### src/design/qhb_pkg.sv
`timescale 1ns / 1ps
// Shared types and constants for the quadtree height-map binning block.
// No dependencies.
package qhb_pkg;

	localparam int DEF_MAX_LEVELS = 6;
	localparam int DEF_COUNT_BITS = 16;

	localparam int COORD_BITS = 24;
	localparam int HALF_BITS  = 23;
	localparam int LEVEL_BITS = 3;
	localparam int QUERY_BITS = 12;
	localparam int SUM_W      = 40;
	localparam int CNT_OUT_W  = 16;
	localparam int CW         = COORD_BITS + 3;
	localparam int DIV_CW     = $clog2(SUM_W + 1);
	localparam int IN_DATA_W  = 88;
	localparam int OUT_DATA_W = 144;
	localparam int CFG_IDX_W  = 3;

	typedef enum logic [2:0] {
		ST_INSERTED = 3'd0,
		ST_OUTSIDE  = 3'd1,
		ST_FULL     = 3'd2,
		ST_RD_EMPTY = 3'd3,
		ST_RD_OCC   = 3'd4
	} status_t;

	typedef enum logic [CFG_IDX_W-1:0] {
		CFG_ROOT_CX  = 3'd0,
		CFG_ROOT_CZ  = 3'd1,
		CFG_ROOT_HW  = 3'd2,
		CFG_ROOT_HH  = 3'd3,
		CFG_LEVELS   = 3'd4
	} cfg_idx_t;

	localparam logic OP_INSERT = 1'b0;
	localparam logic OP_READ   = 1'b1;

	typedef struct packed {
		logic clr;
		logic load;
		logic root;
		logic step;
		logic mrd;
		logic upd;
		logic dstart;
		logic fin;
	} qhb_cmd_t;

	typedef struct packed {
		logic clr_done;
		logic lvl_done;
		logic drop;
		logic div_done;
		logic out_busy;
	} qhb_stat_t;

endpackage

### src/design/qhb_ctrl.sv
`timescale 1ns / 1ps
// Controller state machine: sequences clear, descent, cell update, divide, output.
// Depends on qhb_pkg.
module qhb_ctrl import qhb_pkg::*; (
	input  logic      clk,
	input  logic      arst_n,
	input  logic      s_tvalid,
	output logic      s_tready,
	input  logic      in_op,
	input  qhb_stat_t st,
	output qhb_cmd_t  cmd
);

	typedef enum logic [8:0] {
		S_CLEAR = 9'b000000001,
		S_IDLE  = 9'b000000010,
		S_ROOT  = 9'b000000100,
		S_DESC  = 9'b000001000,
		S_MRD   = 9'b000010000,
		S_UPD   = 9'b000100000,
		S_DST   = 9'b001000000,
		S_DWT   = 9'b010000000,
		S_FIN   = 9'b100000000
	} state_t;

	state_t state_q, state_n;

	always_comb begin
		state_n  = state_q;
		cmd      = '0;
		s_tready = 1'b0;
		case (state_q)
			S_CLEAR: begin
				cmd.clr = 1'b1;
				if (st.clr_done) state_n = S_IDLE;
			end
			S_IDLE: begin
				s_tready = 1'b1;
				if (s_tvalid) begin
					cmd.load = 1'b1;
					state_n  = (in_op == OP_READ) ? S_DESC : S_ROOT;
				end
			end
			S_ROOT: begin
				cmd.root = 1'b1;
				state_n  = S_DESC;
			end
			S_DESC: begin
				if (st.drop) state_n = S_FIN;
				else if (st.lvl_done) state_n = S_MRD;
				else cmd.step = 1'b1;
			end
			S_MRD: begin
				cmd.mrd = 1'b1;
				state_n = S_UPD;
			end
			S_UPD: begin
				cmd.upd = 1'b1;
				state_n = S_DST;
			end
			S_DST: begin
				cmd.dstart = 1'b1;
				state_n    = S_DWT;
			end
			S_DWT: begin
				if (st.div_done) state_n = S_FIN;
			end
			S_FIN: begin
				if (!st.out_busy) begin
					cmd.fin = 1'b1;
					state_n = S_IDLE;
				end
			end
			default: state_n = S_IDLE;
		endcase
	end

	always_ff @(posedge clk or negedge arst_n) begin
		if (!arst_n) state_q <= S_CLEAR;
		else state_q <= state_n;
	end

endmodule

### config.mk
export PLATFORM = sky130hd
export DESIGN_NAME = qhb_ctrl
export DESIGN_NICKNAME = d
export VERILOG_FILES = /design/src/design/qhb_pkg.sv /design/src/design/qhb_ctrl.sv
export SDC_FILE = /design/constraint.sdc
export NUM_CORES = 1
export LEC_CHECK = 0
export ABC_AREA = 1
export BUFFER_PORTS_ARGS = -buffer_cell sky130_fd_sc_hd__buf_2
export CORE_MARGIN = 8
export CORE_UTILIZATION = 45
export CTS_CLUSTER_SIZE = 25
export DETAILED_ROUTE_END_ITERATION = 8
export PLACE_DENSITY = 0.69
export SLEW_MARGIN = 20
export SYNTH_ARGS = -nofsm -noshare
export SYNTH_HDL_FRONTEND = slang
export SYNTH_SLANG_ARGS = --single-unit
### constraint.sdc
create_clock -name clk -period 1.55 [get_ports clk]
set_input_delay 0.0775 -clock clk [delete_from_list [all_inputs] [get_ports clk]]
set_output_delay 0.0775 -clock clk [all_outputs]
set_load 0.01 [all_outputs]
==> qor.yml, run 1 <==
ios: 18
cp_data_required_time_ps: 1470
worstReg2RegStart: "state_q[6]"
placedCellCount: 144
ys_seq_area_share_pct: 31.6
hp-start: "in_op"
fmax_mhz: 648
fin_crit_ps: 1540
finalHoldViolCount: 0
drt-initial-drc-count: 16
wire_per_inst_um: 12.5
nNetsFinal: 156
cts_tree: "built"
fin_crit_sh_pct: 99.5
multi_input_area_um2: 479
syn-num-nets: 120
ctsLongestPathBuffers: 2
finalClockSkew_ps: 7.11
ant_nets: 0
cts-htree-levels: 1
crit_chain: "nor2_4, nand2_4, inv_4, nand3_4, nor2_4, nand2_4, inv_2, buf_6"
status: "finished, final reports clean"
drcViolationCount: 0
numCtsBuffers: 3
final_max_slew_viol_count: 0
tightest_slew_ps: 334
fp.dieH_um: 55.9
cp_top_family: "simple AND/OR/NAND/NOR gates"
top_register: "state_q"
hold_path.class: "primary input to flip-flop"
die_area_um2: 3120
synth_cells: 111
maxCapViolCount: 0
drive_above_1_share_pct: 43.8
mappedNetlistArea_um2: 716
critPathSlowestCell: "dfrtp_1"
synth.distinct_cells: 20
antenna_found_initial: 0
grt_pass1_vias: 739
vias: 797
insertion_delay_ps: 270
path_class: "flip-flop to output port"
peakVddDrop_mv: 0.898
cts_root_buf: "clkbuf_4"
power_leakage_nw: 0.589
startpoint: "state_q[6]"
grt_max_degree: 10
largest_register_ffs: 9
critPathLaunchType: "flip-flop"
vias_per_cell: 4.92
preCtsSetupSlack_ps: 195
yosys_warnings: 0
relSlewSlack_pct: 77.6
cp-end-kind: "output port"
ys_seq_elements: 9
overflow: 0
num_rows: 14
grt_pass1_wl_mm: 3.06
dp_hpwl_mm: 1.42
diodes: 0
seqCellArea_um2: 228
gp_congestion: 0.926
drtPass1Iterations: 5
postSynthAreaPerCell_um2: 6.45
critPathMaxStageDelay_ps: 420
dieWidth_um: 55.9
crit_fanout: 7
instances_no_fill: 162
groute.usage.overall_pct: 11.7
io_buffers: 17
p_per_area_nw_per_um2: 1360
core_um2: 1510
clkSinkCount: 9
start_util_pct: 47.5
crit_buf_inv: 3
worst_slack_ps: 7.34
setup_violations: 0
drt-total-wl_mm: 2.02
largestRegisters: "state_q x9"
crit_arrival_ps: 1470
clk_pin_slew_ps: 70
n_fill_cell: 135
area_growth_pct: 45.8
rsz0062_at_grt: "true"
[cell usage after synthesis]
| master | number | area [um^2] |
|---|---|---|
| inv_1 | 17 | 63.8 |
| clkinv_1 | 1 | 3.75 |
| nor2_2 | 6 | 37.5 |
| o22ai_1 | 1 | 6.26 |
| nand3_4 | 1 | 17.5 |
| nand3_1 | 12 | 60.1 |
| nor4_1 | 2 | 12.5 |
| nor2_1 | 23 | 86.3 |
| nor2b_1 | 1 | 6.26 |
| dfstp_2 | 1 | 26.3 |
| nand3_2 | 1 | 10.0 |
| a21oi_1 | 1 | 5.00 |
| o21ai_1 | 2 | 10.0 |
| inv_4 | 1 | 6.26 |
| inv_2 | 3 | 11.3 |
| nand2_1 | 22 | 82.6 |
| nor2_4 | 3 | 33.8 |
| nand2_4 | 1 | 11.3 |
| nand2_2 | 4 | 25.0 |
| dfrtp_1 | 8 | 200 |
[layout by cell type, fill, tap and decap left out]
cell type and n:
clkbuf_1 1, clkbuf_4 3, clkinv_1 1, buf_4 12, dlygate4sd3_1 1, nand2_4 4
nand3_1 10, a21oi_1 1, dfrtp_1 7, o21ai_1 2, inv_2 3, nand2_2 3
nor4_2 2, nand2_1 20, nor2b_1 1, o22ai_1 1, dfstp_2 1, buf_2 16
buf_6 2, nor2_4 7, nor2_2 4, nand3_4 2, nor2_1 21, dfrtp_2 1
inv_1 16, nand3_2 2, inv_4 2
[logic make-up (layout without fill, tap and decap cells)]
| family | Yosys count | count (layout) | share of synthesized area (%) |
|---|---|---|---|
| AOI/OAI and AO/OA | 4 | 4 | 2.97 |
| and+or+nand+nor | 76 | 76 | 53.5 |
| buffers and inverters | 22 | 57 | 11.9 |
| DFF | 9 | 9 | 31.6 |
[area by class of cell]
class / instances / share of cell area, %
Clock buffer: 4 / 2.52
Inverter: 22 / 8.39
Multi-Input combinational cell: 80 / 45.9
Sequential cell: 9 / 21.8
Tap cell: 16 / 1.92
Timing Repair Buffer: 31 / 19.4
[layer usage]
metal  global-route usage [%]  share of wire [%]  wire length [um]
met5                        0                  0                 0
met2                     19.4                 51              1030
met1                     13.7                 43               860
met3                     3.65                5.1               104
met4                     4.12                1.2                25
[power by group]
group	internal, mW	leakage [nW]	switching [mW]	total (mW)
Combinational	0.343	0.459	0.551	0.893
Clock	0.0994	0.0150	0.0878	0.187
Sequential	0.280	0.116	0.0570	0.337
Total	0.722	0.589	0.695	1.42
[through the flow]
step / utilization [%] / area (um^2) / power [mW] / hold WS [ps] / setup TNS (ps)
2_1_floorplan: - / 716 / 0.836 / -218 / 0
3_3_place_gp: 54.5 / 821 / 0.983 / -62.5 / 0
3_5_place_dp: 54.5 / 821 / 0.997 / -59.1 / 0
4_1_cts: 58.6 / 882 / 1.20 / 55.8 / 0
5_1_grt: 69.3 / 1040 / 1.52 / 58.1 / -334
6_report: 69.3 / 1040 / 1.42 / 48.8 / 0
[worst paths after layout]
kind	slack, ps	cells after the start	to
min	50	4	state_q[2]
min reg2reg	650	3	state_q[5]
max in group asynchronous	1110	2	state_q[0]
min in group asynchronous	190	2	state_q[3]
max	7	8	cmd[4]
max reg2reg	20	10	state_q[2]
[worst register-to-register path, cell delays in order (launching register included)]
cell     delay (ps)
dfrtp_1         420
nor2_4          160
nand2_4         120
inv_4            90
nand3_4          70
nor2_4          140
nand2_4          60
buf_4           130
buf_4           130
nand2_2          60
nor2_1           40
[timing repair]
| item | CTS | global route |
|---|---|---|
| setup endpoints to repair | 1 | 5 |
| hold endpoints to repair | 9 | 0 |
| setup buffers | 1 | 12 |
| hold buffers | 1 | 0 |
| resized for setup | 4 | 17 |
| pin swaps | 1 | 6 |
Note: power is estimated with default switching activity, not from simulation.
==> run 2, diff against run 1 <==
Clock period 1.55 ns to 1.47 ns, I/O delays scaled along.
==> run 2 against run 1 <==
Against the previous run:
- clock skew up 2.1 ps
- the run now ends with negative setup slack left
- sequential cell count is the same
- critical path depth decreased by 3
==> qor.yml, run 2 (synthesis results as in run 1) <==
tightest_slew_ps: 239  # -95.4 ps
drt-total-wl_mm: 2.07  # +2.3%
die_area_um2: 3120  # unchanged
overflow: 0  # unchanged
crit_arrival_ps: 1490  # +20 ps
placed_area_um2: 828  # +0.91%
power_leakage_nw: 0.585  # -0.76%
p_sw_uw: 707  # +1.7%
final_common_cell: "nor2_1"
start_util_pct: 47.5  # unchanged
maxCapViolCount: 0  # unchanged
preCtsSetupSlack_ps: 50.1  # -145 ps
dieWidth_um: 55.9  # unchanged
top_register: "state_q"
critPathSlowestCell: "dfrtp_1"
wire_per_inst_um: 12.7  # +1.7%
fmax_mhz: 640
area_growth_pct: 41.1
final_cell_mix: "21 x nor2_1, 20 x nand2_1, 16 x inv_1, 16 x buf_2, 14 x buf_4"
critPathLaunchType: "flip-flop"
num_rows: 14  # unchanged
drive_above_1_share_pct: 42.9  # -0.98 points
dp_hpwl_mm: 1.40  # -1.3%
crit_fanout: 5  # -2
fin_crit_ps: 1560
fin_crit_sh_pct: 106
drt-initial-drc-count: 22  # +6
numCtsBuffers: 3  # unchanged
seqPwrFrac_pct: 23.6  # -0.2 points
grt_pass1_wl_mm: 3.28  # +7.2%
largest_register_ffs: 9  # unchanged
drtPass1Iterations: 4  # -1
cp-end-kind: "output port"
diodes: 0  # unchanged
fp.dieH_um: 55.9  # unchanged
status: "finished, violations left"
ant_nets: 0  # unchanged
fin_area_um2: 1010  # -3.2%
groute.usage.overall_pct: 12.7  # +1.0 points
final_max_slew_viol_count: 0  # unchanged
setup_violations: 5  # +5
clkPwrFrac_pct: 12.7  # -0.5 points
cts-htree-levels: 1  # unchanged
hold_slack_ps: 38.7  # -10.1 ps
insertion_delay_ps: 260  # about the same
grt_max_degree: 10  # unchanged
peakVddDrop_mv: 0.963  # +7.2%
finalPower_mw: 1.48  # +4.6%
clkSinkCount: 9  # unchanged
finalClockSkew_ps: 9.19  # +2.08 ps
p_per_area_nw_per_um2: 1470  # +8.1%
clk_pin_slew_ps: 70  # about the same
hold_path.class: "primary input to flip-flop"
path_class: "flip-flop to output port"
drcViolationCount: 0  # unchanged
nNetsFinal: 157  # +0.64%
grt_pass1_vias: 762  # +3.1%
io_buffers: 17  # unchanged
critPathMaxStageDelay_ps: 410  # about the same
vias: 819  # +2.8%
ios: 18  # unchanged
relSlewSlack_pct: 84.0  # +6.4 points
gp_congestion: 0.910  # -1.6%
p_int_uw: 775  # +7.3%
n_fill_cell: 142  # +5.2%
cts_root_buf: "clkbuf_4"
largestRegisters: "state_q x9"
cts_tree: "built"
finalHoldViolCount: 0  # unchanged
worst_slack_ps: -91.5  # -98.8 ps
rsz0062_at_grt: "true"
crit_chain: "nor2_4, nand2_4, buf_4, nor4_2, buf_2"
vias_per_cell: 5.02  # +2.1%
p_comb_share_pct: 63.7  # +0.7 points
cp_data_required_time_ps: 1400  # -70 ps
antenna_found_initial: 0  # unchanged
switching_share_pct: 47.7  # -1.3 points
violations: "negative setup slack"
core_um2: 1510  # unchanged
ctsLongestPathBuffers: 2  # unchanged
postLayoutCoreUtil_pct: 67.0  # -2.2 points
==> run 2: changes by cell type in the layout (fill, tap and decap cells not counted) <==
cell,previous run,this run
buf_4,12,14
buf_6,2,1
clkbuf_1,1,0
clkinv_2,0,1
dfrtp_1,7,8
dfrtp_2,1,0
nand2_2,3,6
nand2_4,4,1
nand3_1,10,12
nand3_2,2,1
nand3_4,2,1
nor2_2,4,5
nor2_4,7,6
==> run 2: layer usage <==
metal | part of all wire, % | track usage (%) | up-vias
li1 | - | - | 409
met1 | 42 | 15.0 | 363
met2 | 48 | 20.7 | 41
met3 | 7.2 | 5.25 | 6
met4 | 2.7 | 3.09 | 0
met5 | 0 | 0 | -
==> run 2: path summary, 6_finish.rpt <==
kind	from	end	slack, ps	cells after the start
max	state_q[5]	cmd[0]	-90	5
min reg2reg	state_q[0]	state_q[0]	680	4
max reg2reg	state_q[3]	state_q[1]	10	9
min in group asynchronous	arst_n	state_q[7]	190	2
min	in_op	state_q[2]	40	4
max in group asynchronous	arst_n	state_q[0]	1020	2
==> run 2: per-stage QoR <==
step / setup TNS, ps / instances
2_1_floorplan: 0 / 111
3_3_place_gp: 0 / 145
3_5_place_dp: 0 / 145
4_1_cts: -70.4 / 159
5_1_grt: -1310 / 163
6_report: -229 / 163
==> run 2: layout make-up <==
| class | instances | area, um^2 | share of cell area (%) |
|---|---|---|---|
| well taps | 16 | 20.0 | 1.98 |
| clock inverters | 1 | 5.00 | 0.496 |
| multi-input cells | 80 | 442 | 43.7 |
| flip-flops and latches | 9 | 226 | 22.4 |
| repair buffers | 32 | 206 | 20.4 |
| clock buffers | 3 | 22.5 | 2.23 |
| inverters | 22 | 87.6 | 8.67 |
==> run 2: what timing repair did <==
action | CTS | global route
hold endpoints to repair | 9 | 0
endpoints found under the setup margin | 9 | 14
resized for setup | 5 | 7
hold buffers | 1 | 0
gates cloned | 0 | 0
buffers inserted | 9 | 4
pin swaps | 8 | 6
==> run 2: power by group through the flow <==
stage	clock [mW]	sequential [mW]	combinational [mW]
finish	0.189	0.350	0.944
global route	0.207	0.356	1.04
CTS	0.197	0.347	0.866
detailed placement	0	0.353	0.722
global placement	0	0.350	0.718
floorplan	0	0.342	0.539
==> run 2: critical path, delay by kind of cell, from the launching register on <==
family                 cells  cell delay [ps]
buffers and inverters      2              320
AND/OR/NAND/NOR            3              480
flip-flops                 1              410
